<file path="config.mk">
export PLATFORM = sky130hd
export DESIGN_NAME = dual_alarm_snooze_controller_core
export DESIGN_NICKNAME = d
export VERILOG_FILES = /design/src/rtl/core/dasc_pkg.sv /design/src/rtl/core/dasc_alarm.sv /design/src/rtl/core/dasc_tone.sv /design/src/rtl/core/dual_alarm_snooze_controller_core.sv
export SDC_FILE = /design/constraint.sdc
export NUM_CORES = 1
export LEC_CHECK = 0
export BUFFER_PORTS_ARGS = -buffer_cell sky130_fd_sc_hd__buf_2
export CORE_MARGIN = 2
export CORE_UTILIZATION = 56
export DETAILED_ROUTE_END_ITERATION = 12
export MAX_ROUTING_LAYER = met4
export PLACE_DENSITY = 0.74
export SYNTH_ARGS = -nofsm -noshare
export SYNTH_HDL_FRONTEND = slang
export SYNTH_HIERARCHICAL = 1
export SYNTH_SLANG_ARGS = --single-unit
</file>
<file path="constraint.sdc">
create_clock -name clk -period 6.05 [get_ports clk]
set_input_delay 0.3025 -clock clk [delete_from_list [all_inputs] [get_ports clk]]
set_output_delay 0.3025 -clock clk [all_outputs]
set_load 0.01 [all_outputs]
</file>
<file path="src/rtl/core/dasc_pkg.sv">
// Package for the dual alarm snooze controller core.
// Holds field widths, reset values, register indexes and shared types.
// No dependencies.
package dasc_pkg;

	localparam int HourW        = 5;
	localparam int MinuteW      = 6;
	localparam int SnoozeTicksW = 20;
	localparam int ToneTicksW   = 16;
	localparam int ElapsedW     = 17;
	localparam int NoteW        = 2;
	localparam int RingW        = 2;
	localparam int CfgIndexW    = 3;
	localparam int CfgDataW     = 20;
	localparam int InDataW      = 16;
	localparam int OutDataW     = 8;

	localparam int SNOOZE_WIDTH_DEFAULT = 20;

	localparam logic [SnoozeTicksW-1:0] SnoozeTicksRst = SnoozeTicksW'(5 * 60 * 1000);
	localparam logic [ToneTicksW-1:0]   ToneTicksRst   = ToneTicksW'(100);

	localparam logic [CfgIndexW-1:0] RegAlarm1Hour   = 3'd0;
	localparam logic [CfgIndexW-1:0] RegAlarm1Minute = 3'd1;
	localparam logic [CfgIndexW-1:0] RegAlarm1Enable = 3'd2;
	localparam logic [CfgIndexW-1:0] RegAlarm2Hour   = 3'd3;
	localparam logic [CfgIndexW-1:0] RegAlarm2Minute = 3'd4;
	localparam logic [CfgIndexW-1:0] RegAlarm2Enable = 3'd5;
	localparam logic [CfgIndexW-1:0] RegSnoozeTicks  = 3'd6;
	localparam logic [CfgIndexW-1:0] RegToneTicks    = 3'd7;

	localparam logic [RingW-1:0] RingNone   = 2'd0;
	localparam logic [RingW-1:0] RingFirst  = 2'd1;
	localparam logic [RingW-1:0] RingSecond = 2'd2;

	localparam logic [NoteW-1:0] NoteFirst = 2'd0;
	localparam logic [NoteW-1:0] NoteLast  = 2'd2;

	typedef struct packed {
		logic [HourW-1:0]   hour;
		logic [MinuteW-1:0] minute;
		logic               snooze;
		logic               stop;
	} tick_t;

	typedef struct packed {
		logic [HourW-1:0]   hour;
		logic [MinuteW-1:0] minute;
		logic               enable;
	} alarm_cfg_t;

	typedef struct packed {
		logic ringing;
		logic snoozed;
	} alarm_flags_t;

endpackage

</file>
<file path="src/rtl/core/dasc_alarm.sv">
// One alarm channel: ringing, snoozed and stopped flags plus snooze counter.
// Computes the per-tick next state and holds it on advance.
// Depends on dasc_pkg.
module dasc_alarm #(
	parameter int SNOOZE_WIDTH = dasc_pkg::SNOOZE_WIDTH_DEFAULT
) (
	input  logic                                clk,
	input  logic                                arst_n,
	input  logic                                advance,
	input  logic                                step_en,
	input  dasc_pkg::alarm_cfg_t                cfg,
	input  logic [dasc_pkg::SnoozeTicksW-1:0]   snooze_ticks,
	input  dasc_pkg::tick_t                     tick,
	output dasc_pkg::alarm_flags_t              flags,
	output dasc_pkg::alarm_flags_t              flags_next
);

	localparam int CmpW = (SNOOZE_WIDTH > dasc_pkg::SnoozeTicksW) ?
		SNOOZE_WIDTH : dasc_pkg::SnoozeTicksW;

	logic                    ringing_q, snoozed_q, stopped_q;
	logic [SNOOZE_WIDTH-1:0] count_q;

	logic                    count_sat;
	logic [SNOOZE_WIDTH-1:0] count_inc;
	logic                    match;
	logic                    r1, st1;
	logic                    r2, sn2, st2;
	logic [SNOOZE_WIDTH-1:0] c2;
	logic                    ring_n, snz_n, stop_n;
	logic [SNOOZE_WIDTH-1:0] count_n;

	assign count_sat = (count_q == {SNOOZE_WIDTH{1'b1}});
	assign count_inc = (snoozed_q && !count_sat) ? count_q + 1'b1 : count_q;
	assign match     = cfg.enable && (tick.hour == cfg.hour) && (tick.minute == cfg.minute);

	always_comb begin
		r1  = ringing_q;
		st1 = stopped_q;
		if (match) begin
			if (!ringing_q && !snoozed_q && !stopped_q)
				r1 = 1'b1;
		end else begin
			st1 = 1'b0;
		end

		r2  = r1;
		sn2 = snoozed_q;
		st2 = st1;
		c2  = count_inc;
		if (r1) begin
			if (tick.snooze) begin
				sn2 = 1'b1;
				c2  = '0;
				r2  = 1'b0;
			end else if (tick.stop) begin
				st2 = 1'b1;
				r2  = 1'b0;
			end
		end

		if (step_en) begin
			ring_n  = r2;
			snz_n   = sn2;
			stop_n  = st2;
			count_n = c2;
			if (sn2 && (CmpW'(c2) > CmpW'(snooze_ticks))) begin
				snz_n  = 1'b0;
				ring_n = 1'b1;
			end
		end else begin
			ring_n  = ringing_q;
			snz_n   = snoozed_q;
			stop_n  = stopped_q;
			count_n = count_inc;
		end
	end

	always_ff @(posedge clk or negedge arst_n) begin
		if (!arst_n) begin
			ringing_q <= 1'b0;
			snoozed_q <= 1'b0;
			stopped_q <= 1'b0;
			count_q   <= '0;
		end else if (advance) begin
			ringing_q <= ring_n;
			snoozed_q <= snz_n;
			stopped_q <= stop_n;
			count_q   <= count_n;
		end
	end

	assign flags.ringing      = ringing_q;
	assign flags.snoozed      = snoozed_q;
	assign flags_next.ringing = ring_n;
	assign flags_next.snoozed = snz_n;

endmodule

</file>
<file path="src/rtl/core/dasc_tone.sv">
// Note sequencer: cycles the buzzer note while the same alarm keeps ringing.
// Holds note index and elapsed tick count; restarts on silence or hand-over.
// Depends on dasc_pkg.
module dasc_tone (
	input  logic                               clk,
	input  logic                               arst_n,
	input  logic                               advance,
	input  logic [dasc_pkg::RingW-1:0]         ring_before,
	input  logic [dasc_pkg::RingW-1:0]         ring_now,
	input  logic [dasc_pkg::ToneTicksW-1:0]    tone_ticks,
	output logic [dasc_pkg::NoteW-1:0]         note_next
);

	logic [dasc_pkg::NoteW-1:0]    note_q, note_n;
	logic [dasc_pkg::ElapsedW-1:0] elapsed_q, elapsed_n, elapsed_inc;

	assign elapsed_inc = (elapsed_q != {dasc_pkg::ElapsedW{1'b1}}) ?
		elapsed_q + 1'b1 : elapsed_q;

	always_comb begin
		note_n    = note_q;
		elapsed_n = elapsed_inc;
		if (ring_now == dasc_pkg::RingNone || ring_now != ring_before) begin
			note_n    = dasc_pkg::NoteFirst;
			elapsed_n = '0;
		end else if (elapsed_inc > dasc_pkg::ElapsedW'(tone_ticks)) begin
			note_n    = (note_q >= dasc_pkg::NoteLast) ? dasc_pkg::NoteFirst : note_q + 1'b1;
			elapsed_n = '0;
		end
	end

	always_ff @(posedge clk or negedge arst_n) begin
		if (!arst_n) begin
			note_q    <= dasc_pkg::NoteFirst;
			elapsed_q <= '0;
		end else if (advance) begin
			note_q    <= note_n;
			elapsed_q <= elapsed_n;
		end
	end

	assign note_next = note_n;

endmodule

</file>
<file path="src/rtl/core/dual_alarm_snooze_controller_core.sv">
// Top level of the dual alarm snooze controller core.
// Instantiates dasc_alarm (twice) and dasc_tone; depends on dasc_pkg.
//
// Usage:
//   Input stream s_axis_*: one transfer per millisecond tick carrying the
//   current hour and minute and the snooze and stop button levels.
//   Output stream m_axis_*: one transfer per input transfer with buzzer on,
//   note select, ringing alarm and both snoozed flags.
//   Configuration: cfg_we writes cfg_wdata into register cfg_index (alarm
//   times, enables, snooze and tone lengths); write only while idle.
// Timing:
//   An accepted tick is registered in the input stage, evaluated by the
//   combinational flag logic, compares and counter increments, and its
//   result is loaded into the output register. Throughput is one tick per
//   cycle while m_axis_tready stays high.
// Reset: arst_n clears all alarm flags, counters and the note sequencer;
//   snooze length returns to 300000 ticks, tone length to 100, the rest to 0.
// Stall: while m_axis_tready is low the result holds; one more tick waits in
//   the input stage, after which s_axis_tready drops.
module dual_alarm_snooze_controller_core #(
	parameter int SNOOZE_WIDTH = dasc_pkg::SNOOZE_WIDTH_DEFAULT
) (
	input  logic                               clk,
	input  logic                               arst_n,
	input  logic                               s_axis_tvalid,
	output logic                               s_axis_tready,
	// [4:0] now_hour, [10:5] now_minute, [11] snooze_pressed, [12] stop_pressed
	input  logic [dasc_pkg::InDataW-1:0]       s_axis_tdata,
	output logic                               m_axis_tvalid,
	input  logic                               m_axis_tready,
	// [0] buzzer_on, [2:1] note_select, [4:3] ringing_alarm,
	// [5] alarm1_is_snoozed, [6] alarm2_is_snoozed
	output logic [dasc_pkg::OutDataW-1:0]      m_axis_tdata,
	input  logic                               cfg_we,
	input  logic [dasc_pkg::CfgIndexW-1:0]     cfg_index,
	input  logic [dasc_pkg::CfgDataW-1:0]      cfg_wdata
);

	dasc_pkg::alarm_cfg_t              a1_cfg_q, a2_cfg_q;
	logic [dasc_pkg::SnoozeTicksW-1:0] snooze_ticks_q;
	logic [dasc_pkg::ToneTicksW-1:0]   tone_ticks_q;

	logic                   valid_s1;
	dasc_pkg::tick_t        tick_s1;
	logic                   out_valid_q;
	logic [dasc_pkg::OutDataW-1:0] out_data_q;
	logic                   advance;

	dasc_pkg::alarm_flags_t a1_flags, a1_next, a2_flags, a2_next;
	logic [dasc_pkg::RingW-1:0] ring_before, ring_now;
	logic [dasc_pkg::NoteW-1:0] note_next, note_out;

	// configuration registers
	always_ff @(posedge clk or negedge arst_n) begin
		if (!arst_n) begin
			a1_cfg_q       <= '0;
			a2_cfg_q       <= '0;
			snooze_ticks_q <= dasc_pkg::SnoozeTicksRst;
			tone_ticks_q   <= dasc_pkg::ToneTicksRst;
		end else if (cfg_we) begin
			case (cfg_index)
				dasc_pkg::RegAlarm1Hour:   a1_cfg_q.hour   <= cfg_wdata[dasc_pkg::HourW-1:0];
				dasc_pkg::RegAlarm1Minute: a1_cfg_q.minute <= cfg_wdata[dasc_pkg::MinuteW-1:0];
				dasc_pkg::RegAlarm1Enable: a1_cfg_q.enable <= cfg_wdata[0];
				dasc_pkg::RegAlarm2Hour:   a2_cfg_q.hour   <= cfg_wdata[dasc_pkg::HourW-1:0];
				dasc_pkg::RegAlarm2Minute: a2_cfg_q.minute <= cfg_wdata[dasc_pkg::MinuteW-1:0];
				dasc_pkg::RegAlarm2Enable: a2_cfg_q.enable <= cfg_wdata[0];
				dasc_pkg::RegSnoozeTicks:  snooze_ticks_q  <= cfg_wdata[dasc_pkg::SnoozeTicksW-1:0];
				dasc_pkg::RegToneTicks:    tone_ticks_q    <= cfg_wdata[dasc_pkg::ToneTicksW-1:0];
				default: ;
			endcase
		end
	end

	assign advance       = valid_s1 && (!out_valid_q || m_axis_tready);
	assign s_axis_tready = !valid_s1 || advance;

	// input stage
	always_ff @(posedge clk or negedge arst_n) begin
		if (!arst_n) begin
			valid_s1 <= 1'b0;
		end else if (s_axis_tready) begin
			valid_s1 <= s_axis_tvalid;
		end
	end

	always_ff @(posedge clk) begin
		if (s_axis_tvalid && s_axis_tready) begin
			tick_s1.hour   <= s_axis_tdata[4:0];
			tick_s1.minute <= s_axis_tdata[10:5];
			tick_s1.snooze <= s_axis_tdata[11];
			tick_s1.stop   <= s_axis_tdata[12];
		end
	end

	dasc_alarm #(.SNOOZE_WIDTH(SNOOZE_WIDTH)) u_alarm1 (
		.clk          (clk),
		.arst_n       (arst_n),
		.advance      (advance),
		.step_en      (1'b1),
		.cfg          (a1_cfg_q),
		.snooze_ticks (snooze_ticks_q),
		.tick         (tick_s1),
		.flags        (a1_flags),
		.flags_next   (a1_next)
	);

	dasc_alarm #(.SNOOZE_WIDTH(SNOOZE_WIDTH)) u_alarm2 (
		.clk          (clk),
		.arst_n       (arst_n),
		.advance      (advance),
		.step_en      (!a1_next.ringing),
		.cfg          (a2_cfg_q),
		.snooze_ticks (snooze_ticks_q),
		.tick         (tick_s1),
		.flags        (a2_flags),
		.flags_next   (a2_next)
	);

	assign ring_before = a1_flags.ringing ? dasc_pkg::RingFirst :
		(a2_flags.ringing ? dasc_pkg::RingSecond : dasc_pkg::RingNone);
	assign ring_now = a1_next.ringing ? dasc_pkg::RingFirst :
		(a2_next.ringing ? dasc_pkg::RingSecond : dasc_pkg::RingNone);

	dasc_tone u_tone (
		.clk         (clk),
		.arst_n      (arst_n),
		.advance     (advance),
		.ring_before (ring_before),
		.ring_now    (ring_now),
		.tone_ticks  (tone_ticks_q),
		.note_next   (note_next)
	);

	assign note_out = (ring_now != dasc_pkg::RingNone) ? note_next : dasc_pkg::NoteFirst;

	// result register
	always_ff @(posedge clk or negedge arst_n) begin
		if (!arst_n) begin
			out_valid_q <= 1'b0;
		end else if (advance) begin
			out_valid_q <= 1'b1;
		end else if (m_axis_tready) begin
			out_valid_q <= 1'b0;
		end
	end

	always_ff @(posedge clk) begin
		if (advance) begin
			out_data_q <= {1'b0, a2_next.snoozed, a1_next.snoozed, ring_now, note_out,
				ring_now != dasc_pkg::RingNone};
		end
	end

	assign m_axis_tvalid = out_valid_q;
	assign m_axis_tdata  = out_data_q;

endmodule

</file>
---- Word-level counts from Yosys, hierarchy flattened ----
Index checks and enable logic that the tools add are counted.
storage, ports and cells
  output and inout port bits .............. 10
  register bits after elaboration ......... 147
  input bits .............................. 44
operators by class
  reductions and logical operators ........ 40
  multiplexer cells ....................... 45
  equal/unequal tests ..................... 15
  add/sub/neg operators ................... 4
  bitwise operators ....................... 1
  order comparisons ....................... 4
operators by type and width
  operator                                             count
  2-to-1 mux 20 bit                                    7
  2-to-1 mux 17 bit                                    3
  adder 20 x 1 -> 20 bit, second input constant        2
  equality test 20 bit, second input constant          2
  > comparator 20 bit                                  2
  2-to-1 mux 1 bit                                     28
  AND reduction 2 bit                                  9
  adder 17 x 1 -> 17 bit, second input constant        1
  > comparator 17 x 16 -> 1 bit                        1
  != test 17 bit, second input constant                1
  logical AND 1 bit                                    14
  2-to-1 mux 2 bit                                     7
  equality test 3 bit, second input constant           4
  equality test 6 bit                                  2
  equality test 5 bit                                  2
  zero test 1 bit                                      10
  equality test 3 x 2 -> 1 bit, second input constant  2
  nonzero test 2 bit                                   2
  equality test 3 x 1 -> 1 bit, second input constant  1
  zero test 3 bit                                      1
  logical OR 1 bit                                     3
  adder 2 x 1 -> 2 bit, second input constant          1
  >= comparator 2 bit, second input constant           1
  zero test 2 bit                                      1
  2 further kinds                                      2

---- Logic depth before layout (Yosys ltp) ----
Gate-level depths: netlist (run 1).
  depth in word-level cells ............... 15
  depth in mapped cells ................... 30
  gate-level depth less buffers ........... 26

---- Cells and area by module ----
Netlist (run 1), hierarchy kept.
modules (own cells, without submodules)
  module                             area each (µm²)  cells each  seq. area each (µm²)  instances
  dual_alarm_snooze_controller_core  3,253.1          170         2,165.8               1
  dasc_alarm at u_alarm1             2,401.1          298         575.6                 1
  dasc_alarm at u_alarm2             2,386.0          293         575.6                 1
  dasc_tone                          1,702.9          206         475.5                 1

---- Worst setup path after synthesis (run 1) ----
OpenSTA, ideal clock, no wires.
  path type ............................... register to register
  start ................................... reg u_alarm1.count_q[0]
  end ..................................... reg u_tone/elapsed_q[11] (netlist name)
  buffers on the path ..................... 3
  data arrival time ....................... 5,128 ps
  setup slack ............................. 839 ps
  cell stages (with the launch flop) ...... 28
  period minus slack after synthesis ...... 5,211 ps
  setup time .............................. 83 ps
  path through ............................ dfrtp_1 > ha_1 > and3_1 > nor4b_2 > a21oi_1 > nor2b_1 > xnor2_1 > nor2_1 > ha_1 > and4_1 > a221oi_1 > o2111ai_1 > nand3_1 > o211ai_1 > buf_4 > inv_1 > clkbuf_1 > o21ai_0 > nand3_1 > o21ai_0 > o21bai_1 > buf_4 > nor2b_1 > nor4bb_1 > a31oi_1 > or2_2 > o31a_1 > o22ai_1
between the ends
  cells in the longest elaborated chain, start to end .. 15
ends and longest elaborated chain
  element                                                                         line                                      text
  from (decl)                                                                     dasc_alarm.sv:22                          logic [SNOOZE_WIDTH-1:0] count_q;
  from (signal assigned)                                                          dasc_alarm.sv:89                          count_q <= count_n;
  parallel branches: the longest is 3 deep, another holds adder 20 x 1 -> 20 bit  --
  2-to-1 mux 20 bit (*)                                                           dasc_alarm.sv:34                          assign count_inc = (snoozed_q && !count_sat) ? count_q + 1'b1 : count_q;
  2-to-1 mux 20 bit                                                               dasc_alarm.sv:52                          if (tick.snooze) begin
  2-to-1 mux 20 bit (*)                                                           dasc_alarm.sv:51                          if (r1) begin
  > comparator 20 bit (*)                                                         dasc_alarm.sv:67                          if (sn2 && (CmpW'(c2) > CmpW'(snooze_ticks))) begin
  logical AND 1 bit (*)                                                           dasc_alarm.sv:67
  2-to-1 mux 1 bit (*)                                                            dasc_alarm.sv:67
  net u_alarm1.ring_n                                                             dasc_alarm.sv:30                          logic ring_n, snz_n, stop_n;
  2-to-1 mux 1 bit (*)                                                            dasc_alarm.sv:62                          if (step_en) begin
  net u_alarm2.ring_n                                                             dasc_alarm.sv:30
  2-to-1 mux 2 bit (*)                                                            dual_alarm_snooze_controller_core.sv:123  (a2_next.ringing ? dasc_pkg::RingSecond : dasc_pkg::RingNone);
  2-to-1 mux 2 bit (*)                                                            dual_alarm_snooze_controller_core.sv:122  assign ring_now = a1_next.ringing ? dasc_pkg::RingFirst :
  net ring_now (one bit)                                                          dual_alarm_snooze_controller_core.sv:50   logic [dasc_pkg::RingW-1:0] ring_before, ring_now;
  != test 2 bit or zero test 2 bit (tied branches)                                dasc_tone.sv:23                           if (ring_now == dasc_pkg::RingNone || ring_now != ring_before) begin
  logical OR 1 bit (*)                                                            dasc_tone.sv:23
  2-to-1 mux 17 bit (*)                                                           dasc_tone.sv:23
  to (signal assigned)                                                            dasc_tone.sv:38                           elapsed_q <= elapsed_n;
  to (decl)                                                                       dasc_tone.sv:15                           logic [dasc_pkg::ElapsedW-1:0] elapsed_q, elapsed_n, elapsed_inc;
Mark *: on every way through the listed nets, which the timed path passes.
A chain may end at the register's enable or synchronous reset.

==> results of run 1 <==
[routing by layer]
layer	share of wire, %	GRT usage [%]	vias up
met4	1.3	5.787	0
met2	47	40.49	175
met1	47	34.65	3586
met3	4.7	4.415	15
met5	0	-	-
li1	-	-	3554
[cell type report]
cell class	count	area, um2	area share (%)
flip-flops and latches	147	3792	35.48
inverters	72	270.3	2.528
well taps	225	281.5	2.634
multi-input cells	704	5400	50.52
clock buffers	17	425.4	3.980
clock inverters	15	193.9	1.814
repair buffers	59	325.3	3.043
[registers in the layout (all words and copies together) (netlist names), 2 cells and up]
signal            flops
tick_s1              13
m_axis_tdata          7
a2_cfg_q             12
u_tone/note_q         2
a1_cfg_q             12
u_tone/elapsed_q     17
u_alarm1/count_q     20
snooze_ticks_q       20
u_alarm2/count_q     20
tone_ticks_q         16
[power breakdown]
group,internal [W],switching (W)
Sequential,0.00114,0.000108
Clock,0.000562,0.000517
Combinational,0.000298,0.000320
Total,0.00200,0.000945
[stage by stage]
stage | power, W | cells | area [um2] | utilization (%)
3_5_place_dp | 0.001871 | 1206 | 10040 | 58.68
2_1_floorplan | 0.001692 | 965 | 9728 | -
3_3_place_gp | 0.001849 | 1206 | 10040 | 58.68
4_1_cts | 0.002956 | 1239 | 10670 | 62.36
5_1_grt | 0.003096 | 1239 | 10690 | 62.45
6_report | 0.002942 | 1239 | 10690 | 62.45
[cells in the final DEF, fill, tap and decap left out, types with 5 or more instances in the layout]
| master | count |
|---|---|
| a21o_1 | 10 |
| a21oi_1 | 38 |
| a22o_1 | 16 |
| a31oi_1 | 11 |
| and2_1 | 7 |
| and3_1 | 8 |
| and4_1 | 16 |
| buf_2 | 48 |
| buf_4 | 10 |
| clkbuf_16 | 17 |
| clkinv_8 | 7 |
| dfrtp_1 | 116 |
| dfstp_2 | 11 |
| edfxtp_1 | 20 |
| ha_1 | 59 |
| inv_1 | 71 |
| mux2_2 | 20 |
| mux2_4 | 42 |
| mux2i_1 | 8 |
| nand2_1 | 69 |
| nand2b_1 | 11 |
| nand3_1 | 34 |
| nand4_1 | 18 |
| nor2_1 | 67 |
| nor2b_1 | 15 |
| nor3_1 | 16 |
| o21a_1 | 6 |
| o21ai_0 | 34 |
| o21ai_1 | 6 |
| o22ai_1 | 6 |
| o2bb2ai_1 | 13 |
| o31ai_1 | 15 |
| or2_2 | 6 |
| or3_1 | 5 |
| xnor2_1 | 32 |
| xor2_1 | 29 |
[final timing paths]
check | from | to | slack (ps) | cells past startpoint
max | u_alarm1/count_q[5]$_DFFE_PN0P_ | u_tone/elapsed_q[4]$_DFFE_PN0P_ | 370 | 25
max in group asynchronous | arst_n | u_alarm2/ringing_q$_DFFE_PN0P_ | 4150 | 3
min in group asynchronous | arst_n | u_alarm1/count_q[16]$_DFFE_PN0P_ | 470 | 2
min reg2reg | valid_s1$_DFFE_PN0P_ | m_axis_tvalid$_DFFE_PN0P_ | 480 | 1
min | s_axis_tdata[4] | tick_s1[12]$_DFFE_PP_ | 40 | 1
max reg2reg | u_alarm1/count_q[5]$_DFFE_PN0P_ | u_tone/elapsed_q[4]$_DFFE_PN0P_ | 370 | 25
[what timing repair did]
item / in CTS / in global routing
endpoints found under the hold margin: 49 / 0
endpoints found under the setup margin: 0 / 19
hold buffers: 1 / 0
gates resized for setup: 0 / 4
==> flow_metrics.tcl, run 1 <==
set metrics [dict create \
    maxSlewViolCount 0 \
    cts_max_level 4 \
    placementRows 48 \
    fmax_mhz 176.0 \
    numCtsBuffers 17 \
    pre_cts_ws_ps 191.5 \
    floorplan.die.height_um 135.8 \
    viasPerCell 5.916 \
    status "finished clean" \
    finalHoldViolCount 0 \
    crit_fanout 10 \
    cp.arrival_ps 6050 \
    clockRootBuffer "clkbuf_16" \
    relSlewSlack_pct 37.10 \
    grt_max_degree 77 \
    clk_transition_reported_paths_ps 70 \
    layout.nets 1104 \
    die_w_um 135.8 \
    critPathBufInv 2 \
    syn_avg_cell_area_um2 10.08 \
    clockBufferDepth 2 \
    ys_warn_count 6 \
    place_hpwl_mm 15.38 \
    fin_crit_sh_pct 93.91 \
    antenna_cells 0 \
    core-area_mm2 0.01712 \
    vias 7330 \
    crit_path_end_kind "flop" \
    fp.dieArea_mm2 0.01844 \
    slowest_stage "or3_1" \
    postCtsSetupBuffers 0 \
    vdd_drop_max_uv 247.7 \
    antenna_found_initial 0 \
    worst_pin_slew_ps 943.5 \
    drt_first_pass_iters 5 \
    syn-num-nets 1068 \
    maxCapViolCount 0 \
    layout-drive-gt1-share_pct 20.22 \
    p_leak_nw 4.917 \
    hp-class "in -> reg" \
    grt_overflow 0 \
    num-fill-cells 1394 \
    path_common_cell "o21ai_0" \
    p_per_area_mw_per_mm2 275.2 \
    timing.final.ws_setup_ps 368.5 \
    setup_viol 0 \
    fin_tns_setup_ps 0 \
    drc 0 \
    cts_tree "yes" \
    cp_top_family "simple AND/OR/NAND/NOR gates" \
    ant_nets 0 \
    cp.required_ps 6420 \
    pin_count 54 \
    clkSinkCount 147 \
    syn_inst 965 \
    drt-total-wl_mm 21.72 \
    min_period_ps 5681 \
    routedWlPerCell_um 17.53 \
    holdWs_ps 42.07 \
    rsz0062_at_grt "false" \
    portBuffers 49 \
    drtIter0Drc 491 \
    path_class "reg -> reg" \
    insertion_delay_ps 430 \
    cp_slowest_stage_delay_ps 540 \
    area_delta_synth_final_pct 9.878 \
    skew_ps 12.31 \
    grt_pass1_vias 7224 \
    grt_use_total_pct 25.57 \
    netlist_area_mm2 0.009728 \
    critPathLaunchType "flop" \
    grt_pass1_wl_mm 35.89 \
    globalplace.congestion 0.9267 \
    initial_core_util_pct 56.83 \
]
Power figures use the tool's default switching activity.
==> run 2: changes to the inputs <==
CORE_MARGIN = 1   (was 2)
CTS_CLUSTER_SIZE = 28   (was not set)
==> flow_metrics.tcl, run 2 (synthesis gave the netlist of run 1 again) <==
set metrics [dict create \
    min_period_ps 5571 \
    clockRootBuffer "clkbuf_16" \
    r2r-end "u_tone/note_q[1]$_DFFE_PN0P_" \
    placementRows 47 \
    clockBufferDepth 2 \
    clkSinkCount 147 \
    hp-class "in -> reg" \
    numCtsBuffers 17 \
    antenna_found_initial 0 \
    holdPathStages 1 \
    ant_nets 0 \
    routedWlPerCell_um 17.71 \
    instances_no_fill 1235 \
    relSlewSlack_pct 39.13 \
    drt-total-wl_mm 21.87 \
    grt_max_degree 73 \
    pin_count 54 \
    critPathLaunch "u_alarm1/count_q[6]$_DFFE_PN0P_" \
    drc 0 \
    path_class "reg -> reg" \
    postCtsSetupBuffers 0 \
    layout.nets 1105 \
    pre_cts_ws_ps 264.1 \
    cp.required_ps 6420 \
    fin_tns_setup_ps 0 \
    crit_path_end_kind "flop" \
    die_w_um 133.8 \
    layout_commonest_cell "dfrtp_1" \
    cts_max_level 4 \
    setup_viol 0 \
    maxCapViolCount 0 \
    reg.largest.list "snooze_ticks_q: 20 flops, u_alarm1/count_q: 20 flops, u_alarm2/count_q: 20 flops" \
    viasPerCell 6.011 \
    floorplan.die.height_um 133.8 \
    maxSlewViolCount 0 \
    drt_first_pass_iters 5 \
    skew_ps 9.504 \
    vias 7424 \
    seq_area_mm2 0.003792 \
    power_w 0.002941 \
    cp.arrival_ps 5940 \
    globalplace.congestion 0.8645 \
    p_per_area_mw_per_mm2 275.3 \
    final_cell_mix "116 x dfrtp_1, 71 x inv_1, 69 x nand2_1, 67 x nor2_1, 59 x ha_1" \
    num-fill-cells 1354 \
    portBuffers 49 \
    worstHoldEndpoint "tick_s1[11]$_DFFE_PP_" \
    rsz0062_at_grt "false" \
    fin_util_pct 63.73 \
    drtIter0Drc 462 \
    layout-drive-gt1-share_pct 20.30 \
    critPathLaunchType "flop" \
    place_hpwl_mm 15.46 \
    dp.cells 1202 \
    r2r-start "u_alarm1/count_q[6]$_DFFE_PN0P_" \
    grt_pass1_vias 7437 \
    fp.dieArea_mm2 0.01790 \
    cts_tree "yes" \
    p_leak_nw 4.915 \
    timing.final.ws_setup_ps 478.9 \
    crit_fanout 10 \
    status "finished clean" \
    area_delta_synth_final_pct 9.801 \
    worst-r2r-cell-count 24 \
    worst_pin_slew_ps 913.1 \
    core-area_mm2 0.01676 \
    insertion_delay_ps 440 \
    finalHoldViolCount 0 \
    fmax_mhz 179.5 \
    antenna_cells 0 \
    initial_core_util_pct 58.04 \
    min_from "s_axis_tdata[3]" \
    rrSetupSlack_ps 480 \
    fin_crit_sh_pct 92.08 \
    clk_transition_reported_paths_ps 70 \
    grt_use_total_pct 26.74 \
    vdd_drop_max_uv 212.2 \
    multi_input_area_mm2 0.005396 \
    grt_pass1_wl_mm 36.50 \
    grt_overflow 0 \
]
run 2: layer usage:
layer  wire length [um]  vias to the layer above  part of all wire (%)  global-route usage, %
li1                   -                     3551                     -                      -
met1              10040                     3592                    46                  34.42
met2              10240                      235                    47                  41.48
met3               1029                       46                   4.7                  5.140
met4                558                        0                   2.6                  10.86
met5                  0                        -                     0                      -
run 2: repair_timing:
item                                    in CTS  in global routing
resized for setup                            0                  4
endpoints found under the setup margin       0                 19
endpoints found under the hold margin       49                  0
hold buffers                                 1                  0
run 2: final cells by class:
| class | instances | area share [%] |
|---|---|---|
| repair buffers | 60 | 3.116 |
| flip-flops and latches | 147 | 35.50 |
| well taps | 220 | 2.577 |
| clock inverters | 15 | 1.769 |
| inverters | 72 | 2.530 |
| clock buffers | 17 | 3.983 |
| multi-input cells | 704 | 50.52 |
run 2: worst max-delay path by stage:
stage / end / slack [ps] / cells past startpoint
3_3_place_gp: u_tone/elapsed_q[11]$_DFFE_PN0P_ / 390 / 26
2_1_floorplan: u_tone/elapsed_q[11]$_DFFE_PN0P_ / 840 / 27
3_5_place_dp: u_tone/elapsed_q[15]$_DFFE_PN0P_ / 260 / 26
4_1_cts: u_tone/elapsed_q[15]$_DFFE_PN0P_ / 210 / 26
6_report: u_tone/note_q[1]$_DFFE_PN0P_ / 480 / 24
5_1_grt: u_tone/elapsed_q[15]$_DFFE_PN0P_ / 60 / 24
run 2: worst max-delay path, cell delays in order, from the launching register on:
cell and delay (ps):
dfrtp_1 490, nand4_2 190, or3_1 390, or3_1 540, nor2_4 170, xnor2_1 120, nor2_1 50, ha_1 310
and4_1 260, and4_1 240, o21ai_0 110, o2111ai_1 190, nand3_1 210, o211ai_1 170, inv_2 140, o21ai_0 130
nand3_1 100, o21ai_0 220, o21bai_1 180, nor2b_1 250, a31oi_1 120, buf_4 180, or2_2 340, o21ai_0 240
a22o_1 160
run 2: where the power goes:
part	internal [W]	total, W	switching [W]
clock	0.000561	0.00107	0.000513
combinational	0.000299	0.000624	0.000325
sequential	0.00114	0.00124	0.000105
total	0.00200	0.00294	0.000944
run 2: metrics by stage:
stage                     cell area (um2)  hold WS, ps
after floorplan                      9728        6.909
after global placement              10050        430.7
after detailed placement            10050        427.1
after CTS                           10670        23.35
after global routing                10680        13.83
final                               10680        34.81
==> run 3: changes to the inputs <==
CTS_BUF_LIST = sky130_fd_sc_hd__clkbuf_4 sky130_fd_sc_hd__clkbuf_8 sky130_fd_sc_hd__clkbuf_16   (was not set)
HOLD_SLACK_MARGIN = 0.08   (was not set)
==> flow_metrics.tcl, run 3 (synthesis gave the netlist of run 1 again) <==
set metrics [dict create \
    status "finished clean" \
    layout-drive-gt1-share_pct 20.02 \
    skew_ps 10.44 \
    p_per_area_mw_per_mm2 272.6 \
    share_comb_of_total_power_pct 21.4 \
    placementRows 47 \
    rrSetupSlack_ps 460 \
    fin_crit_sh_pct 92.40 \
    seq_area_mm2 0.003792 \
    dp.cells 1202 \
    critPathLaunchType "flop" \
    hp-class "in -> reg" \
    maxCapViolCount 0 \
    finalHoldViolCount 0 \
    grt_max_degree 73 \
    worst-r2r-cell-count 24 \
    reg.largest.list "snooze_ticks_q: 20 flops, u_alarm1/count_q: 20 flops, u_alarm2/count_q: 20 flops" \
    initial_core_util_pct 58.04 \
    cp.arrival_ps 5940 \
    layout.nets 1119 \
    layout_commonest_cell "dfrtp_1" \
    min_period_ps 5590 \
    multi_input_area_mm2 0.005396 \
    viasPerCell 6.012 \
    cp.required_ps 6400 \
    instances_no_fill 1249 \
    clockBufferDepth 2 \
    insertion_delay_ps 440 \
    antenna_found_initial 0 \
    vias 7509 \
    min_from "cfg_wdata[18]" \
    relSlewSlack_pct 39.86 \
    core-area_mm2 0.01676 \
    antenna_cells 0 \
    p_seq_share_pct 42.1 \
    fmax_mhz 178.9 \
    cts_max_level 4 \
    crit_path_end_kind "flop" \
    setup_viol 0 \
    p_switching_w 0.0009475 \
    grt_overflow 0 \
    p_clk_share_pct 36.4 \
    globalplace.congestion 0.8645 \
    crit_fanout 10 \
    critPathLaunch "u_alarm1/count_q[5]$_DFFE_PN0P_" \
    grt_use_total_pct 27.05 \
    vdd_drop_max_uv 211.5 \
    grt_pass1_vias 7501 \
    p_leak_nw 4.973 \
    clkSinkCount 147 \
    drc 0 \
    path_class "reg -> reg" \
    drt_first_pass_iters 6 \
    grt_pass1_wl_mm 36.85 \
    floorplan.die.height_um 133.8 \
    fin_tns_setup_ps 0 \
    numCtsBuffers 17 \
    sw_frac_of_total_pct 32.11 \
    p_int_w 0.002003 \
    final_cell_mix "116 x dfrtp_1, 71 x inv_1, 69 x nand2_1, 67 x nor2_1, 59 x ha_1" \
    maxSlewViolCount 0 \
    die_w_um 133.8 \
    rsz0062_at_grt "false" \
    drt-total-wl_mm 22.15 \
    clk_transition_reported_paths_ps 70 \
    r2r-start "u_alarm1/count_q[5]$_DFFE_PN0P_" \
    portBuffers 49 \
    ant_nets 0 \
    fp.dieArea_mm2 0.01790 \
    holdPathStages 2 \
    num-fill-cells 1340 \
    drtIter0Drc 427 \
    area_delta_synth_final_pct 11.24 \
    pin_count 54 \
    worst_pin_slew_ps 902.1 \
    routedWlPerCell_um 17.73 \
    cts_tree "yes" \
    clockRootBuffer "clkbuf_16" \
    place_hpwl_mm 15.46 \
]
[run 3: cell types whose count changed in the layout (fill, tap and decap cells not counted), sizes merged]
cell	change
dlygate4sd3	+14
[run 3: power by group through the flow]
stage | Sequential, W | Clock, W | Combinational (W)
finish | 0.00124 | 0.00108 | 0.000633
global route | 0.00126 | 0.00113 | 0.000709
CTS | 0.00124 | 0.00109 | 0.000629
detailed placement | 0.00126 | 0 | 0.000614
global placement | 0.00125 | 0 | 0.000596
floorplan | 0.00122 | 0 | 0.000469
[run 3: cell type report]
type	instances	share of cell area, %
multi-input cells	704	49.87
flip-flops and latches	147	35.04
repair buffers	74	4.370
clock buffers	17	3.931
well taps	220	2.544
inverters	72	2.497
clock inverters	15	1.746
[run 3: layer usage]
metal,vias up,wire [um],track usage (%)
met2,208,10410,42.23
met5,-,0,-
met4,0,610,10.86
met1,3661,10210,34.68
met3,54,915,5.140
li1,3586,-,-
[run 3: final timing paths]
check	end
setup / recovery	u_tone/elapsed_q[15]$_DFFE_PN0P_
min in group asynchronous	u_alarm1/count_q[16]$_DFFE_PN0P_
setup reg to reg	u_tone/elapsed_q[15]$_DFFE_PN0P_
hold reg to reg	m_axis_tvalid$_DFFE_PN0P_
hold / removal	snooze_ticks_q[18]$_DFFE_PN1P_
max in group asynchronous	a1_cfg_q[4]$_DFFE_PN0P_
[run 3: timing repair]
| action | 4_1_cts | 5_1_grt |
|---|---|---|
| setup endpoints to repair | 0 | 19 |
| setup buffers | 0 | 0 |
| hold buffers | 15 | 0 |
| hold endpoints to repair | 67 | 0 |
| resized for setup | 0 | 4 |
[run 3: metrics by stage]
stage	total power, W	area [um2]	setup slack (ps)	hold slack, ps	util, %
floorplan	0.001692	9728	838.6	6.909	-
global placement	0.001849	10050	391.5	430.7	59.94
detailed placement	0.001872	10050	264.1	427.1	59.94
CTS	0.002960	10810	212.2	85.13	64.50
global route	0.003101	10820	61.59	91.19	64.57
finish	0.002950	10820	460.0	98.54	64.57
[run 3: critical path, stage by stage, from the launching register on]
cell	delay, ps
dfrtp_1	480
nand4_2	190
or3_1	390
or3_1	540
nor2_4	170
xnor2_1	120
nor2_1	50
ha_1	310
and4_1	270
and4_1	240
o21ai_0	110
o2111ai_1	190
nand3_1	210
o211ai_1	170
inv_2	140
o21ai_0	130
nand3_1	100
o21ai_0	240
o21bai_1	180
nor2b_1	250
a31oi_1	120
buf_4	180
nor2_2	260
nand3_2	240
o22ai_1	230
